==> config.mk <==
export PLATFORM = sky130hd
export DESIGN_NAME = toy_rsa_sign_verify_crc_flat
export DESIGN_NICKNAME = d
export VERILOG_FILES = /design/src/hdl/rsc_pkg.sv /design/src/hdl/rsc_ifs.sv /design/src/hdl/rsc_modmul.sv /design/src/hdl/rsc_modexp.sv /design/src/hdl/rsc_crc.sv /design/src/hdl/toy_rsa_sign_verify_crc.sv /design/src/flat_wrapper.sv
export SDC_FILE = /design/constraint.sdc
export NUM_CORES = 1
export LEC_CHECK = 0
export BUFFER_PORTS_ARGS = -buffer_cell sky130_fd_sc_hd__buf_2
export CAP_MARGIN = 40
export CORE_ASPECT_RATIO = 1.75
export CORE_MARGIN = 3
export CORE_UTILIZATION = 25
export CTS_BUF_LIST = sky130_fd_sc_hd__clkbuf_8
export CTS_CLUSTER_DIAMETER = 60
export CTS_CLUSTER_SIZE = 14
export DETAILED_ROUTE_END_ITERATION = 7
export PLACE_DENSITY = 0.42
export SLEW_MARGIN = 20
export SYNTH_ARGS = -nofsm -noshare
export SYNTH_HDL_FRONTEND = slang
export SYNTH_SLANG_ARGS = --single-unit
==> constraint.sdc <==
create_clock -name i_clk -period 6.7 [get_ports i_clk]
set_input_delay 2.01 -clock i_clk [delete_from_list [all_inputs] [get_ports i_clk]]
set_output_delay 2.01 -clock i_clk [all_outputs]
set_load 0.02 [all_outputs]
==> src/hdl/rsc_pkg.sv <==
// ----------------------------------------------------------------------------
// RSA/CRC shared package
// Widths, command and register codes, reset values and state types used by
// the toy RSA sign/verify engine and its bit-serial units.
// ----------------------------------------------------------------------------
package rsc_pkg;

    // Datapath width of the modular arithmetic.
    localparam int MOD_WIDTH = 16;
    // Counter width for one bit-serial modular multiply.
    localparam int MM_CNT_W  = $clog2(MOD_WIDTH);
    // Exponent and key register widths.
    localparam int EXP_W     = 16;
    localparam int REG_W     = 16;
    localparam int CFG_ADDR_W = 2;

    typedef logic [MOD_WIDTH-1:0]  t_mod;
    typedef logic [EXP_W-1:0]      t_exp;
    typedef logic [REG_W-1:0]      t_reg;
    typedef logic [CFG_ADDR_W-1:0] t_cfg_addr;
    typedef logic [1:0]            t_cmd;

    // Commands.
    localparam t_cmd CMD_SIGN      = 2'd0;
    localparam t_cmd CMD_VERIFY    = 2'd1;
    localparam t_cmd CMD_CRC_SIGN  = 2'd2;
    localparam t_cmd CMD_CRC_CHECK = 2'd3;

    // Configuration register indexes.
    localparam t_cfg_addr REG_MODULUS     = 2'd0;
    localparam t_cfg_addr REG_PUBLIC_EXP  = 2'd1;
    localparam t_cfg_addr REG_PRIVATE_EXP = 2'd2;

    // Reset values of the key registers.
    localparam t_reg RST_MODULUS     = 16'd3233;
    localparam t_reg RST_PUBLIC_EXP  = 16'd17;
    localparam t_reg RST_PRIVATE_EXP = 16'd2753;

    // Reflected CRC-16/ARC polynomial.
    localparam logic [15:0] CRC_POLY = 16'hA001;

    // Exponentiation sequencer states.
    typedef enum logic [2:0] {
        EX_IDLE,
        EX_RED,
        EX_MUL,
        EX_SQR,
        EX_FIN
    } t_ex_state;

    // Top-level command sequencer states.
    typedef enum logic [2:0] {
        ST_IDLE,
        ST_CRC,
        ST_EXP_LO,
        ST_EXP_HI,
        ST_LOAD
    } t_top_state;

endpackage

==> src/hdl/rsc_ifs.sv <==
// ----------------------------------------------------------------------------
// RSA/CRC channel interfaces
// Valid/ready channels for command items, result items and key register
// writes.
// ----------------------------------------------------------------------------

// Command item channel.
interface rsc_in_if;
    logic        valid;
    logic        ready;
    logic [1:0]  command;
    logic [7:0]  byte_in;
    logic [31:0] sig_value;
    logic        last_byte;

    modport source (output valid, output command, output byte_in, output sig_value,
                    output last_byte, input ready);
    modport sink   (input valid, input command, input byte_in, input sig_value,
                    input last_byte, output ready);
endinterface

// Result item channel.
interface rsc_out_if;
    logic        valid;
    logic        ready;
    logic [31:0] result_word;
    logic [7:0]  msg_out;
    logic        match;
    logic [15:0] crc_value;

    modport source (output valid, output result_word, output msg_out, output match,
                    output crc_value, input ready);
    modport sink   (input valid, input result_word, input msg_out, input match,
                    input crc_value, output ready);
endinterface

// Key register write channel.
interface rsc_cfg_if;
    logic                            valid;
    logic                            ready;
    logic [rsc_pkg::CFG_ADDR_W-1:0]  addr;
    logic [rsc_pkg::REG_W-1:0]       data;

    modport source (output valid, output addr, output data, input ready);
    modport sink   (input valid, input addr, input data, output ready);
endinterface

==> src/hdl/rsc_modmul.sv <==
// ----------------------------------------------------------------------------
// Bit-serial modular multiplier
// Computes a * b mod n by interleaved shift-and-add, one bit of b per cycle,
// most significant bit first. Operand a and the running sum stay below n.
// ----------------------------------------------------------------------------
module rsc_modmul (
    input  logic          i_clk,
    input  logic          i_rst_n,
    input  logic          i_start,
    input  rsc_pkg::t_mod i_a,
    input  rsc_pkg::t_mod i_b,
    input  rsc_pkg::t_mod i_n,
    output logic          o_done,
    output rsc_pkg::t_mod o_prod
);

    localparam int MW = rsc_pkg::MOD_WIDTH;

    logic                          r_busy;
    logic                          r_done;
    logic [rsc_pkg::MM_CNT_W-1:0]  r_cnt;
    rsc_pkg::t_mod                 r_acc;
    rsc_pkg::t_mod                 r_a;
    rsc_pkg::t_mod                 r_b;
    rsc_pkg::t_mod                 r_n;

    logic [MW:0]    w_dbl;
    logic [MW:0]    w_dbl_sub;
    rsc_pkg::t_mod  w_red;
    logic [MW:0]    w_sum;
    logic [MW:0]    w_sum_sub;
    rsc_pkg::t_mod  n_acc;

    // One step: double the sum, reduce, add a if the current bit is set, reduce.
    always_comb begin
        w_dbl     = {r_acc, 1'b0};
        w_dbl_sub = w_dbl - {1'b0, r_n};
        w_red     = (w_dbl >= {1'b0, r_n}) ? w_dbl_sub[MW-1:0] : w_dbl[MW-1:0];
        w_sum     = {1'b0, w_red} + (r_b[MW-1] ? {1'b0, r_a} : '0);
        w_sum_sub = w_sum - {1'b0, r_n};
        n_acc     = (w_sum >= {1'b0, r_n}) ? w_sum_sub[MW-1:0] : w_sum[MW-1:0];
    end

    // Control: busy for one cycle per multiplier bit, then a done pulse.
    always_ff @(posedge i_clk) begin
        if (!i_rst_n) begin
            r_busy <= 1'b0;
            r_done <= 1'b0;
            r_cnt  <= '0;
        end else begin
            r_done <= 1'b0;
            if (i_start) begin
                r_busy <= 1'b1;
                r_cnt  <= rsc_pkg::MM_CNT_W'(MW - 1);
            end else if (r_busy) begin
                r_cnt <= r_cnt - 1'b1;
                if (r_cnt == '0) begin
                    r_busy <= 1'b0;
                    r_done <= 1'b1;
                end
            end
        end
    end

    // Datapath: operand load and the serial shift of b.
    always_ff @(posedge i_clk) begin
        if (i_start) begin
            r_a   <= i_a;
            r_b   <= i_b;
            r_n   <= i_n;
            r_acc <= '0;
        end else if (r_busy) begin
            r_acc <= n_acc;
            r_b   <= {r_b[MW-2:0], 1'b0};
        end
    end

    assign o_done = r_done;
    assign o_prod = r_acc;

endmodule

==> src/hdl/rsc_modexp.sv <==
// ----------------------------------------------------------------------------
// Modular exponentiation sequencer
// Right-to-left square and multiply on one shared bit-serial multiplier.
// The base is first reduced mod n by multiplying it with one.
// ----------------------------------------------------------------------------
module rsc_modexp (
    input  logic          i_clk,
    input  logic          i_rst_n,
    input  logic          i_start,
    input  rsc_pkg::t_mod i_base,
    input  rsc_pkg::t_exp i_exp,
    input  rsc_pkg::t_mod i_n,
    output logic          o_done,
    output rsc_pkg::t_mod o_result
);

    rsc_pkg::t_ex_state r_state;
    rsc_pkg::t_ex_state n_state;
    logic               r_issued;
    rsc_pkg::t_mod      r_acc;
    rsc_pkg::t_mod      r_b;
    rsc_pkg::t_mod      r_base;
    rsc_pkg::t_mod      r_n;
    rsc_pkg::t_exp      r_x;

    logic               w_small_n;
    logic               w_upper_zero;
    logic               mm_start;
    rsc_pkg::t_mod      mm_a;
    rsc_pkg::t_mod      mm_b;
    logic               mm_done;
    rsc_pkg::t_mod      mm_prod;

    rsc_modmul u_modmul (
        .i_clk   (i_clk),
        .i_rst_n (i_rst_n),
        .i_start (mm_start),
        .i_a     (mm_a),
        .i_b     (mm_b),
        .i_n     (r_n),
        .o_done  (mm_done),
        .o_prod  (mm_prod)
    );

    assign w_small_n    = (i_n < rsc_pkg::MOD_WIDTH'(2));
    assign w_upper_zero = ((r_x >> 1) == '0);

    // Next state.
    always_comb begin
        n_state = r_state;
        case (r_state)
            rsc_pkg::EX_IDLE: begin
                if (i_start) begin
                    n_state = w_small_n ? rsc_pkg::EX_FIN : rsc_pkg::EX_RED;
                end
            end
            rsc_pkg::EX_RED: begin
                if (mm_done) begin
                    if (r_x == '0) begin
                        n_state = rsc_pkg::EX_FIN;
                    end else if (r_x[0]) begin
                        n_state = rsc_pkg::EX_MUL;
                    end else begin
                        n_state = rsc_pkg::EX_SQR;
                    end
                end
            end
            rsc_pkg::EX_MUL: begin
                if (mm_done) begin
                    n_state = w_upper_zero ? rsc_pkg::EX_FIN : rsc_pkg::EX_SQR;
                end
            end
            rsc_pkg::EX_SQR: begin
                if (mm_done) begin
                    n_state = r_x[1] ? rsc_pkg::EX_MUL : rsc_pkg::EX_SQR;
                end
            end
            rsc_pkg::EX_FIN: begin
                n_state = rsc_pkg::EX_IDLE;
            end
            default: begin
                n_state = rsc_pkg::EX_IDLE;
            end
        endcase
    end

    // Outputs: multiplier start and operand selection.
    always_comb begin
        mm_start = 1'b0;
        mm_a     = r_b;
        mm_b     = r_b;
        o_done   = 1'b0;
        case (r_state)
            rsc_pkg::EX_RED: begin
                mm_start = !r_issued;
                mm_a     = rsc_pkg::MOD_WIDTH'(1);
                mm_b     = r_base;
            end
            rsc_pkg::EX_MUL: begin
                mm_start = !r_issued;
                mm_a     = r_b;
                mm_b     = r_acc;
            end
            rsc_pkg::EX_SQR: begin
                mm_start = !r_issued;
            end
            rsc_pkg::EX_FIN: begin
                o_done = 1'b1;
            end
            default: begin
                mm_start = 1'b0;
            end
        endcase
    end

    // Control registers.
    always_ff @(posedge i_clk) begin
        if (!i_rst_n) begin
            r_state  <= rsc_pkg::EX_IDLE;
            r_issued <= 1'b0;
        end else begin
            r_state <= n_state;
            if (mm_start) begin
                r_issued <= 1'b1;
            end else if (mm_done) begin
                r_issued <= 1'b0;
            end
        end
    end

    // Operand and accumulator registers.
    always_ff @(posedge i_clk) begin
        case (r_state)
            rsc_pkg::EX_IDLE: begin
                if (i_start) begin
                    r_n    <= i_n;
                    r_base <= i_base;
                    r_x    <= i_exp;
                    r_acc  <= w_small_n ? '0 : rsc_pkg::MOD_WIDTH'(1);
                end
            end
            rsc_pkg::EX_RED: begin
                if (mm_done) begin
                    r_b <= mm_prod;
                end
            end
            rsc_pkg::EX_MUL: begin
                if (mm_done) begin
                    r_acc <= mm_prod;
                end
            end
            rsc_pkg::EX_SQR: begin
                if (mm_done) begin
                    r_b <= mm_prod;
                    r_x <= r_x >> 1;
                end
            end
            default: begin
                r_acc <= r_acc;
            end
        endcase
    end

    assign o_result = r_acc;

endmodule

==> src/hdl/rsc_crc.sv <==
// ----------------------------------------------------------------------------
// Bit-serial CRC-16/ARC
// Holds the running CRC and folds in one data byte, one bit per cycle.
// ----------------------------------------------------------------------------
module rsc_crc (
    input  logic        i_clk,
    input  logic        i_rst_n,
    input  logic        i_start,
    input  logic [7:0]  i_byte,
    input  logic        i_clear,
    output logic        o_done,
    output logic [15:0] o_crc
);

    logic        r_busy;
    logic        r_done;
    logic [2:0]  r_cnt;
    logic [15:0] r_crc;
    logic [15:0] n_crc;

    // One reflected shift step.
    assign n_crc = r_crc[0] ? ((r_crc >> 1) ^ rsc_pkg::CRC_POLY) : (r_crc >> 1);

    // The running CRC resets to zero and clears on i_clear, which the top raises after a finished run.
    always_ff @(posedge i_clk) begin
        if (!i_rst_n) begin
            r_busy <= 1'b0;
            r_done <= 1'b0;
            r_cnt  <= '0;
            r_crc  <= '0;
        end else begin
            r_done <= 1'b0;
            if (i_clear) begin
                r_crc <= '0;
            end else if (i_start) begin
                r_crc  <= r_crc ^ {8'h00, i_byte};
                r_busy <= 1'b1;
                r_cnt  <= 3'd7;
            end else if (r_busy) begin
                r_crc <= n_crc;
                r_cnt <= r_cnt - 1'b1;
                if (r_cnt == '0) begin
                    r_busy <= 1'b0;
                    r_done <= 1'b1;
                end
            end
        end
    end

    assign o_done = r_done;
    assign o_crc  = r_crc;

endmodule

==> src/hdl/toy_rsa_sign_verify_crc.sv <==
// ----------------------------------------------------------------------------
// Toy RSA sign/verify engine with CRC-16 front end
// Signs and verifies bytes with 16-bit keys and signs or checks the CRC of a
// byte run, using one bit-serial modular exponentiation unit.
//
//   Channel | Dir | Payload                                     | Handshake
//   i_in    | in  | command, byte_in, sig_value, last_byte      | valid/ready
//   o_out   | out | result_word, msg_out, match, crc_value      | valid/ready
//   i_cfg   | in  | addr (0 modulus, 1 public, 2 private), data | valid/ready
//
// A modular multiply runs on the bit-serial multiplier; one exponentiation
// does one reduction of the base, then s squarings and m multiplies set by
// the exponent bits, and no multiply at all when the modulus is below 2.
// Sign and verify use one exponentiation; a CRC byte is folded in bit by
// bit, and the last byte of a run adds two exponentiations.
// Reset is synchronous and active low; it restores the key reset values and
// clears the CRC. Input transfers are taken while the sequencer is idle, even
// when a finished result is still held in the output register.
// ----------------------------------------------------------------------------
module toy_rsa_sign_verify_crc (
    input  logic       i_clk,
    input  logic       i_rst_n,
    rsc_in_if.sink     i_in,
    rsc_out_if.source  o_out,
    rsc_cfg_if.sink    i_cfg
);

    // Key registers.
    rsc_pkg::t_reg       r_modulus;
    rsc_pkg::t_reg       r_public_exp;
    rsc_pkg::t_reg       r_private_exp;

    // Sequencer.
    rsc_pkg::t_top_state r_state;
    rsc_pkg::t_top_state n_state;
    logic                r_issued;

    // Latched command item and partial results.
    rsc_pkg::t_cmd       r_cmd;
    logic [7:0]          r_byte;
    logic [31:0]         r_sig;
    logic                r_last;
    logic [15:0]         r_crcv;
    logic [15:0]         r_res_lo;
    logic [15:0]         r_res_hi;

    // Output register.
    logic                r_out_valid;
    logic [31:0]         r_out_word;
    logic [7:0]          r_out_msg;
    logic                r_out_match;
    logic [15:0]         r_out_crc;

    logic                w_in_xfer;
    logic                w_out_free;
    logic                w_in_crc;
    logic                w_cmd_crc;
    logic                w_cmd_priv;
    logic                w_unit_done;
    logic                crc_start;
    logic                crc_clear;
    logic                crc_done;
    logic [15:0]         crc_value;
    logic                ex_start;
    logic [15:0]         ex_base;
    rsc_pkg::t_exp       ex_exp;
    logic                ex_done;
    rsc_pkg::t_mod       ex_result;
    logic [15:0]         w_ex_res16;
    logic [31:0]         w_word;
    logic [7:0]          w_msg;
    logic                w_match;
    logic [15:0]         w_crc_out;

    rsc_crc u_crc (
        .i_clk   (i_clk),
        .i_rst_n (i_rst_n),
        .i_start (crc_start),
        .i_byte  (r_byte),
        .i_clear (crc_clear),
        .o_done  (crc_done),
        .o_crc   (crc_value)
    );

    rsc_modexp u_modexp (
        .i_clk    (i_clk),
        .i_rst_n  (i_rst_n),
        .i_start  (ex_start),
        .i_base   (rsc_pkg::MOD_WIDTH'(ex_base)),
        .i_exp    (ex_exp),
        .i_n      (rsc_pkg::MOD_WIDTH'(r_modulus)),
        .o_done   (ex_done),
        .o_result (ex_result)
    );

    assign i_cfg.ready = 1'b1;
    assign i_in.ready  = (r_state == rsc_pkg::ST_IDLE);
    assign w_in_xfer   = i_in.valid && i_in.ready;
    assign w_out_free  = !r_out_valid || o_out.ready;
    assign w_in_crc    = (i_in.command == rsc_pkg::CMD_CRC_SIGN) ||
                         (i_in.command == rsc_pkg::CMD_CRC_CHECK);
    assign w_cmd_crc   = (r_cmd == rsc_pkg::CMD_CRC_SIGN) ||
                         (r_cmd == rsc_pkg::CMD_CRC_CHECK);
    assign w_cmd_priv  = (r_cmd == rsc_pkg::CMD_SIGN) ||
                         (r_cmd == rsc_pkg::CMD_CRC_SIGN);
    assign w_unit_done = (r_state == rsc_pkg::ST_CRC) ? crc_done : ex_done;
    assign w_ex_res16  = 16'(ex_result);

    // Next state.
    always_comb begin
        n_state = r_state;
        case (r_state)
            rsc_pkg::ST_IDLE: begin
                if (w_in_xfer) begin
                    n_state = w_in_crc ? rsc_pkg::ST_CRC : rsc_pkg::ST_EXP_LO;
                end
            end
            rsc_pkg::ST_CRC: begin
                if (crc_done) begin
                    n_state = r_last ? rsc_pkg::ST_EXP_LO : rsc_pkg::ST_IDLE;
                end
            end
            rsc_pkg::ST_EXP_LO: begin
                if (ex_done) begin
                    n_state = w_cmd_crc ? rsc_pkg::ST_EXP_HI : rsc_pkg::ST_LOAD;
                end
            end
            rsc_pkg::ST_EXP_HI: begin
                if (ex_done) begin
                    n_state = rsc_pkg::ST_LOAD;
                end
            end
            rsc_pkg::ST_LOAD: begin
                if (w_out_free) begin
                    n_state = rsc_pkg::ST_IDLE;
                end
            end
            default: begin
                n_state = rsc_pkg::ST_IDLE;
            end
        endcase
    end

    // Outputs: unit starts and exponentiation operands.
    always_comb begin
        crc_start = 1'b0;
        crc_clear = 1'b0;
        ex_start  = 1'b0;
        ex_base   = {8'h00, r_byte};
        ex_exp    = w_cmd_priv ? rsc_pkg::EXP_W'(r_private_exp)
                               : rsc_pkg::EXP_W'(r_public_exp);
        case (r_state)
            rsc_pkg::ST_CRC: begin
                crc_start = !r_issued;
                crc_clear = crc_done && r_last;
            end
            rsc_pkg::ST_EXP_LO: begin
                ex_start = !r_issued;
                case (r_cmd)
                    rsc_pkg::CMD_SIGN:     ex_base = {8'h00, r_byte};
                    rsc_pkg::CMD_CRC_SIGN: ex_base = {8'h00, r_crcv[7:0]};
                    default:               ex_base = r_sig[15:0];
                endcase
            end
            rsc_pkg::ST_EXP_HI: begin
                ex_start = !r_issued;
                ex_base  = (r_cmd == rsc_pkg::CMD_CRC_SIGN) ? {8'h00, r_crcv[15:8]}
                                                            : r_sig[31:16];
            end
            default: begin
                crc_start = 1'b0;
            end
        endcase
    end

    // Result fields assembled from the partial results.
    always_comb begin
        w_word    = '0;
        w_msg     = '0;
        w_match   = 1'b0;
        w_crc_out = '0;
        case (r_cmd)
            rsc_pkg::CMD_SIGN: begin
                w_word = {16'h0000, r_res_lo};
            end
            rsc_pkg::CMD_VERIFY: begin
                w_word  = {16'h0000, r_res_lo};
                w_msg   = r_res_lo[7:0];
                w_match = (r_res_lo == {8'h00, r_byte});
            end
            rsc_pkg::CMD_CRC_SIGN: begin
                w_word    = {r_res_hi, r_res_lo};
                w_crc_out = r_crcv;
            end
            rsc_pkg::CMD_CRC_CHECK: begin
                w_match   = (r_res_lo == {8'h00, r_crcv[7:0]}) &&
                            (r_res_hi == {8'h00, r_crcv[15:8]});
                w_crc_out = r_crcv;
            end
            default: begin
                w_word = '0;
            end
        endcase
    end

    // Control registers: state, unit handshake, key registers, output valid.
    always_ff @(posedge i_clk) begin
        if (!i_rst_n) begin
            r_state       <= rsc_pkg::ST_IDLE;
            r_issued      <= 1'b0;
            r_out_valid   <= 1'b0;
            r_modulus     <= rsc_pkg::RST_MODULUS;
            r_public_exp  <= rsc_pkg::RST_PUBLIC_EXP;
            r_private_exp <= rsc_pkg::RST_PRIVATE_EXP;
        end else begin
            r_state <= n_state;
            if (crc_start || ex_start) begin
                r_issued <= 1'b1;
            end else if (w_unit_done) begin
                r_issued <= 1'b0;
            end
            if ((r_state == rsc_pkg::ST_LOAD) && w_out_free) begin
                r_out_valid <= 1'b1;
            end else if (o_out.ready) begin
                r_out_valid <= 1'b0;
            end
            if (i_cfg.valid && i_cfg.ready) begin
                case (i_cfg.addr)
                    rsc_pkg::REG_MODULUS:     r_modulus     <= i_cfg.data;
                    rsc_pkg::REG_PUBLIC_EXP:  r_public_exp  <= i_cfg.data;
                    rsc_pkg::REG_PRIVATE_EXP: r_private_exp <= i_cfg.data;
                    default:                  r_modulus     <= r_modulus;
                endcase
            end
        end
    end

    // Payload registers.
    always_ff @(posedge i_clk) begin
        if (w_in_xfer) begin
            r_cmd  <= i_in.command;
            r_byte <= i_in.byte_in;
            r_sig  <= i_in.sig_value;
            r_last <= i_in.last_byte;
        end
        if ((r_state == rsc_pkg::ST_CRC) && crc_done) begin
            r_crcv <= crc_value;
        end
        if ((r_state == rsc_pkg::ST_EXP_LO) && ex_done) begin
            r_res_lo <= w_ex_res16;
        end
        if ((r_state == rsc_pkg::ST_EXP_HI) && ex_done) begin
            r_res_hi <= w_ex_res16;
        end
        if ((r_state == rsc_pkg::ST_LOAD) && w_out_free) begin
            r_out_word  <= w_word;
            r_out_msg   <= w_msg;
            r_out_match <= w_match;
            r_out_crc   <= w_crc_out;
        end
    end

    assign o_out.valid       = r_out_valid;
    assign o_out.result_word = r_out_word;
    assign o_out.msg_out     = r_out_msg;
    assign o_out.match       = r_out_match;
    assign o_out.crc_value   = r_out_crc;

endmodule

==> src/flat_wrapper.sv <==
// flat-port wrapper written by rule: the top's interface ports become plain ports
module toy_rsa_sign_verify_crc_flat 
  (i_clk, i_rst_n, i_in_valid, i_in_command, i_in_byte_in, i_in_sig_value, i_in_last_byte, i_in_ready, o_out_valid, o_out_result_word, o_out_msg_out, o_out_match, o_out_crc_value, o_out_ready, i_cfg_valid, i_cfg_addr, i_cfg_data, i_cfg_ready);
  rsc_in_if i_in_i ();
  rsc_out_if o_out_i ();
  rsc_cfg_if i_cfg_i ();
  input  logic i_clk;
  input  logic i_rst_n;
  input wire logic [$bits(i_in_i.valid)-1:0] i_in_valid;
  input wire logic [$bits(i_in_i.command)-1:0] i_in_command;
  input wire logic [$bits(i_in_i.byte_in)-1:0] i_in_byte_in;
  input wire logic [$bits(i_in_i.sig_value)-1:0] i_in_sig_value;
  input wire logic [$bits(i_in_i.last_byte)-1:0] i_in_last_byte;
  output wire logic [$bits(i_in_i.ready)-1:0] i_in_ready;
  output wire logic [$bits(o_out_i.valid)-1:0] o_out_valid;
  output wire logic [$bits(o_out_i.result_word)-1:0] o_out_result_word;
  output wire logic [$bits(o_out_i.msg_out)-1:0] o_out_msg_out;
  output wire logic [$bits(o_out_i.match)-1:0] o_out_match;
  output wire logic [$bits(o_out_i.crc_value)-1:0] o_out_crc_value;
  input wire logic [$bits(o_out_i.ready)-1:0] o_out_ready;
  input wire logic [$bits(i_cfg_i.valid)-1:0] i_cfg_valid;
  input wire logic [$bits(i_cfg_i.addr)-1:0] i_cfg_addr;
  input wire logic [$bits(i_cfg_i.data)-1:0] i_cfg_data;
  output wire logic [$bits(i_cfg_i.ready)-1:0] i_cfg_ready;
  assign i_in_i.valid = i_in_valid;
  assign i_in_i.command = i_in_command;
  assign i_in_i.byte_in = i_in_byte_in;
  assign i_in_i.sig_value = i_in_sig_value;
  assign i_in_i.last_byte = i_in_last_byte;
  assign i_in_ready = i_in_i.ready;
  assign o_out_valid = o_out_i.valid;
  assign o_out_result_word = o_out_i.result_word;
  assign o_out_msg_out = o_out_i.msg_out;
  assign o_out_match = o_out_i.match;
  assign o_out_crc_value = o_out_i.crc_value;
  assign o_out_i.ready = o_out_ready;
  assign i_cfg_i.valid = i_cfg_valid;
  assign i_cfg_i.addr = i_cfg_addr;
  assign i_cfg_i.data = i_cfg_data;
  assign i_cfg_ready = i_cfg_i.ready;
  toy_rsa_sign_verify_crc u_core (.i_clk(i_clk), .i_rst_n(i_rst_n), .i_in(i_in_i), .o_out(o_out_i), .i_cfg(i_cfg_i));
endmodule
==> results of run 1 <==
## per-stage QoR
| stage | total power (W) | instance area, um^2 | hold slack (ps) | cells |
|---|---|---|---|---|
| after global routing | 0.0101 | 19900 | 421 | 2587 |
| final | 0.00935 | 19900 | 417 | 2589 |
| after global placement | 0.00789 | 19100 | 402 | 2521 |
| after floorplan | 0.00661 | 17300 | 400 | 1531 |
| after detailed placement | 0.00794 | 19100 | 405 | 2525 |
| after CTS | 0.00941 | 19800 | 419 | 2583 |
## placed cells by master (no fill, tap or decap), types with 5 or more instances in the layout
master,n
a21oi_1,94
o21a_1,15
and2_1,94
a21boi_0,42
mux2i_1,30
edfxtp_1,276
and3_1,5
nor2b_1,28
dfxtp_1,100
nor4_1,15
nand4_1,9
a211oi_1,6
ha_1,52
mux2_2,14
buf_4,29
inv_1,49
nand2_1,209
a22o_1,8
o21ai_0,55
nand3_1,29
nand2b_1,11
clkbuf_8,37
buf_2,124
or3_1,7
a31oi_1,37
nor2_1,88
a22oi_1,19
nor3_1,24
a21o_1,15
xnor2_1,28
a31o_2,5
xor2_1,31
## per-layer routing
metal  vias up  GRT usage (%)  share of wire (%)
met5         -              0                  0
li1       5775              -                  -
met3        86           1.62                3.5
met4         0           6.28                4.9
met2       276           25.8                 55
met1      5604           13.6                 37
## final cells by class
| cell class | instances | share of cell area, % |
|---|---|---|
| multi-input combinational | 1047 | 33.6 |
| sequential | 376 | 51.8 |
| timing repair buffer | 160 | 4.83 |
| clock buffer | 37 | 2.56 |
| antenna | 3 | 0.0378 |
| inverter | 42 | 0.793 |
| tap | 903 | 5.68 |
| clock inverter | 21 | 0.755 |
## worst max-delay path, delay by kind of cell, from the launching register on
| kind | cells | cell delay, ps |
|---|---|---|
| AO/OA/AOI/OAI | 14 | 2940 |
| AND/OR/NAND/NOR | 4 | 740 |
| adder cells (fa/ha/maj) | 3 | 910 |
| buffers and inverters | 3 | 500 |
| multiplexers | 2 | 660 |
| flip-flops | 1 | 380 |
## cell families after synthesis
group,Yosys count
fa+ha+maj,55
buf+inv,108
mux,47
simple gates,552
flops,376
other cells,1
xor+xnor,59
compound gates,333
## worst paths after layout
path / start / to / slack (ps) / cells after the start
worst max register to register: u_core.u_modexp.u_modmul.r_n[1]$_DFFE_PP_ / u_core.u_modexp.u_modmul.o_prod[15]$_SDFFE_PP0P_ / 410 / 26
worst max-delay path: u_core.u_modexp.u_modmul.r_n[1]$_DFFE_PP_ / u_core.u_modexp.u_modmul.o_prod[15]$_SDFFE_PP0P_ / 410 / 26
worst min register to register: u_core.u_modexp.r_n[15]$_DFFE_PP_ / u_core.u_modexp.u_modmul.r_n[15]$_DFFE_PP_ / 420 / 0
worst min-delay path: u_core.u_modexp.r_n[15]$_DFFE_PP_ / u_core.u_modexp.u_modmul.r_n[15]$_DFFE_PP_ / 420 / 0
## power groups by stage
stage / sequential (W) / combinational [W] / clock (W)
floorplan: 0.00314 / 0.00347 / 0
detailed placement: 0.00323 / 0.00471 / 0
global placement: 0.00323 / 0.00466 / 0
finish: 0.00317 / 0.00477 / 0.00140
CTS: 0.00318 / 0.00474 / 0.00150
global route: 0.00321 / 0.00535 / 0.00157
## what timing repair did
item                                    CTS  global route
setup buffers                             0             1
cloned                                    0             0
endpoints found under the setup margin   12            16
pin swaps                                 0             2
gates resized for setup                   1             6
==> reports/results.txt, run 1 <==
Status - finished clean
Starting density of the core - 25.2%
Commonest cells in the netlist - edfxtp_1 (276), nand2_1 (209), dfxtp_1 (100), and2_1 (95), a21oi_1 (94)
Final setup vio count - 0
Complex-gate fraction of the synthesized area - 12.6%
Crit path DAT - 6750 ps
WL per Instance - 18.9 um
Unrepaired setup endpoints after global routing - false
Post-DP HPWL - 36.6 mm
First-pass GRT wire length - 73.5 mm
# Max-Cap Violations - 0
Pin count of the biggest net entering global routing - 67
Part of the power in registers - 33.9%
Number of global-route vias before repair - 12,200
CP most frequent cell - ha_1
H-tree level count - 2
Overall Global Routing Usage - 13.2%
Total CTS buffers - 36
Tcrit/Tclk final - 93.8%
Seq/Total Area, Yosys - 59.5%
Synth Warn # - 0
Clock Sink Count - 376
Clock skew - 36.4 ps
PortBufs - 124
Detail Route Antenna Nets - 0
Final nets - 1,784
Synth Area in Adders - 4.11%
Kind of critical path - flip-flop to flip-flop
Count leader, synth - edfxtp_1
FMAX - 159 MHz
Comb power frac - 51.0%
Clock power share - 15.0%
Area of the multi-input gates - 0.00667 mm^2
Multiplexer share of the synthesized area - 2.84%
Core area - 0.0685 mm^2
Clk slew on worst S/H paths - 90 ps
Slowest cell delay on critical path - 380 ps
TNS Setup - 0 ps
Internal Pwr Total - 0.00547 W
Critical Path RT - 7160 ps
GR Overflow Total - 0
CP Max Fanout - 17
Antenna violations before repair - 3
Layout Utilization - 29.0%
Drc violations - 0
DRT iter0 DRCs - 619
HP Class - flip-flop to flip-flop
Detailed Routing Iterations Pass 1 - 6
Area Overhead vs Synth - 15.0%
Die area - 0.0725 mm^2
Via Count - 11,700
XOR/XNOR Fraction of Synth Area - 2.99%
Row cnt - 127
Final Max Slew Viols - 0
Post-synth EDFFs - 276
Post-Syn Area - 0.0173 mm^2
Top cells by area, synth - edfxtp_1 (48%), dfxtp_1 (12%), nand2_1 (4.5%), ha_1 (3.8%), and2_1 (3.4%)
Synth unique cells - 73
Layout cell share with drive strength beyond 1 - 15.6%
CTS root buf - clkbuf_8
Register area - 0.0103 mm^2
Maximum vdd drop - 0.241 mV
Leakage power - 7.30 nW
Ys async rst share - 0%
Gpl congestion - 0.846
Critical path endpoint category - flip-flop
Die extent in y - 354 um
CTS tree - yes
Main combinational cell family by area after synthesis - simple AND/OR/NAND/NOR gates
Synth Net Count - 1,652
Total net switching power - 0.00388 W
Slew HR - 46.4%
Die X-Extent - 205 um
Final worst slack - 413 ps
I/O Pins - 126
CTS Buffer Depth - 3
Routed wire length - 49.0 mm
Leading area contributor after synthesis - edfxtp_1
Synth Instances - 1,531
Switching share of power - 41.5%
Pre-CTS setup slack - 27.9 ps
Slowest-stage cell, CP - edfxtp_1
Average size of a mapped cell - 11.3 um^2
Min cycle time layout - 6290 ps
CP startpoint kind - flip-flop
Vias per cell - 4.53
Top cell type's share of synthesized area - 47.9%
PD cells - 470 mW/mm^2
Synth Area in Simple Gates - 15.5%
Measured slew at the worst slew-check pin - 803 ps
Register bit total from synthesis - 376
Top FF cell, synth - edfxtp_1
Clock latency on the worst-skew pair - 590 ps
Final hold violations - 0
Fillers - 7,044
CTS hold repair buffers - 0
No activity file was read; power rests on OpenSTA's default activity.
==> run 2, diff against run 1 <==
- PLACE_DENSITY: 0.42 -> not set
==> reports/results.txt, run 2 (same netlist as run 1, synthesis figures left out) <==
Pin count of the biggest net entering global routing - 67 (unchanged)
Kind of critical path - flip-flop to flip-flop
WL per Instance - 17.4 um (-8.2%)
Critical Path RT - 7230 ps (+70 ps)
Detailed Routing Iterations Pass 1 - 5 (-1)
Starting density of the core - 25.2% (unchanged)
First-pass GRT wire length - 68.5 mm (-6.8%)
Routed wire length - 44.8 mm (-8.4%)
Status - finished clean
Total CTS buffers - 35 (-2.8%)
Maximum vdd drop - 0.237 mV (-1.6%)
CTS tree - yes
Tcrit/Tclk final - 94.5% (+0.71 points)
Number of global-route vias before repair - 12,300 (+0.36%)
Drc violations - 0 (unchanged)
Comb power frac - 51.3% (+0.3 points)
Post-DP HPWL - 33.5 mm (-8.6%)
CTS hold repair buffers - 0 (unchanged)
Die extent in y - 354 um (unchanged)
Postcts setup bufs - 0 (unchanged)
HP Class - flip-flop to flip-flop
TNS Setup - 0 ps (unchanged)
Core area - 0.0685 mm^2 (unchanged)
Clk slew on worst S/H paths - 90 ps (about the same)
Slowest-stage cell, CP - or3_2
Gpl congestion - 0.969 (+15%)
Clock skew - 35.7 ps (-0.704 ps)
Leakage power - 7.27 nW (-0.37%)
Detail Route Antenna Nets - 0 (unchanged)
Family with the most delay on the worst path - compound AO/OA/AOI/OAI gates
Critical path endpoint category - flip-flop
Final cell count without fillers - 2,582 (-0.27%)
Slew HR - 46.4% (about the same)
Area Overhead vs Synth - 14.4%
GR Overflow Total - 0 (unchanged)
Min cycle time layout - 6330 ps (+47.2 ps)
Via Count - 11,900 (+1.0%)
Final setup vio count - 0 (unchanged)
Die area - 0.0725 mm^2 (unchanged)
Layout cell share with drive strength beyond 1 - 15.3% (-0.37 points)
Final hold violations - 0 (unchanged)
PD cells - 469 mW/mm^2 (-0.33%)
CTS Buffer Depth - 3 (unchanged)
Total net switching power - 0.00384 W (-0.95%)
Clock Sink Count - 376 (unchanged)
Die X-Extent - 205 um (unchanged)
Slowest cell delay on critical path - 460 ps (+80 ps)
FMAX - 158 MHz (-0.75%)
CP Max Fanout - 15 (-2)
Measured slew at the worst slew-check pin - 797 ps (-5.91 ps)
Part of the power in registers - 34.3% (+0.4 points)
CP bufs+invs - 4 (+1)
WHS - 416 ps (-0.297 ps)
Final nets - 1,778 (-0.34%)
Most common cell after layout, fill and taps aside - edfxtp_1
H-tree level count - 2 (unchanged)
Antenna violations before repair - 1 (-2)
Vias per cell - 4.59 (+1.3%)
Placed Instances - 2,521 (-0.16%)
Clock latency on the worst-skew pair - 610 ps (+20 ps)
CP most frequent cell - ha_1
Overall Global Routing Usage - 12.0% (-1.2 points)
Unrepaired setup endpoints after global routing - false
Switching share of power - 41.5% (-0.048 points)
Clock power share - 14.4% (-0.6 points)
# Max-Cap Violations - 0 (unchanged)
Row cnt - 127 (unchanged)
CP startpoint kind - flip-flop
Crit path DAT - 6860 ps (+110 ps)
PortBufs - 124 (unchanged)
DRT iter0 DRCs - 687 (+11%)
I/O Pins - 126 (unchanged)
Internal Pwr Total - 0.00542 W (-0.75%)
Most frequent cells in the layout - edfxtp_1 (276), nand2_1 (209), buf_2 (125), dfxtp_1 (99)
CTS root buf - clkbuf_8
Final Max Slew Viols - 0 (unchanged)
## run 2: cell types whose count changed in the layout (fill, tap and decap cells not counted), sizes merged
cell / delta
a311o: +1
buf: -6
clkbuf: -1
clkinv: +2
diode: -2
inv: -1
## run 2: per-stage QoR
step | cell area (um^2) | total power (W) | setup WS [ps] | util [%]
2_1_floorplan | 17300 | 0.00661 | 590 | -
4_1_cts | 19700 | 0.00921 | 97.1 | 28.8
3_5_place_dp | 19100 | 0.00784 | 130 | 27.8
6_report | 19800 | 0.00927 | 366 | 28.9
5_1_grt | 19800 | 0.00999 | 49.6 | 28.9
3_3_place_gp | 19000 | 0.00775 | 175 | 27.8
## run 2: power groups by stage
stage                     Combinational, W  Clock, W  Sequential [W]
final                              0.00475   0.00134         0.00318
after global routing               0.00528   0.00149         0.00322
after CTS                          0.00462   0.00140         0.00318
after detailed placement           0.00461         0         0.00323
after global placement             0.00453         0         0.00323
after floorplan                    0.00347         0         0.00314
## run 2: path summary, 6_finish.rpt
check | start | end | slack, ps | depth (start not counted)
hold reg to reg | u_core.u_modexp.r_n[10]$_DFFE_PP_ | u_core.u_modexp.u_modmul.r_n[10]$_DFFE_PP_ | 420 | 0
setup reg to reg | u_core.u_modexp.u_modmul.r_n[1]$_DFFE_PP_ | u_core.u_modexp.u_modmul.o_prod[5]$_SDFFE_PP0P_ | 370 | 26
setup / recovery | u_core.u_modexp.u_modmul.r_n[1]$_DFFE_PP_ | u_core.u_modexp.u_modmul.o_prod[5]$_SDFFE_PP0P_ | 370 | 26
hold / removal | u_core.u_modexp.r_n[10]$_DFFE_PP_ | u_core.u_modexp.u_modmul.r_n[10]$_DFFE_PP_ | 420 | 0
## run 2: timing repair
| item | 4_1_cts | 5_1_grt |
|---|---|---|
| gates resized for setup | 0 | 9 |
| endpoints found under the setup margin | 0 | 16 |
| endpoints found under the hold margin | 0 | 0 |
## run 2: worst register-to-register path: stages (launching register included)
cell and delay [ps]:
edfxtp_1 390, inv_2 120, ha_1 250, nor2b_1 160, o2111ai_2 210, nand3_2 150
a31oi_2 240, nand3_1 120, a41oi_2 210, buf_4 180, buf_6 180, mux2_2 350
ha_1 370, o221a_4 330, o22ai_2 270, o21ai_2 130, mux2_2 300, or2_2 300
ha_1 360, a21o_1 140, a31o_2 130, o2111ai_1 180, a31oi_4 310, a311oi_4 80
buf_12 190, or3_2 470, a31oi_1 160
## run 2: layer usage
metal  GRT usage (%)  share of wire, %  vias up
li1                -                 -     5765
met1            12.6                37     5686
met2            23.3                55      320
met3            1.76               4.2       90
met4            5.14               4.3        0
met5               0                 0        -
## run 2: final cells by class
class,instances,area [um^2]
antenna,1,2.50
clock buffer,36,495
clock inverter,22,146
fill,7079,48700
inverter,42,158
multi-input combinational,1048,6670
sequential,376,10300
tap,903,1130
timing repair buffer,154,883
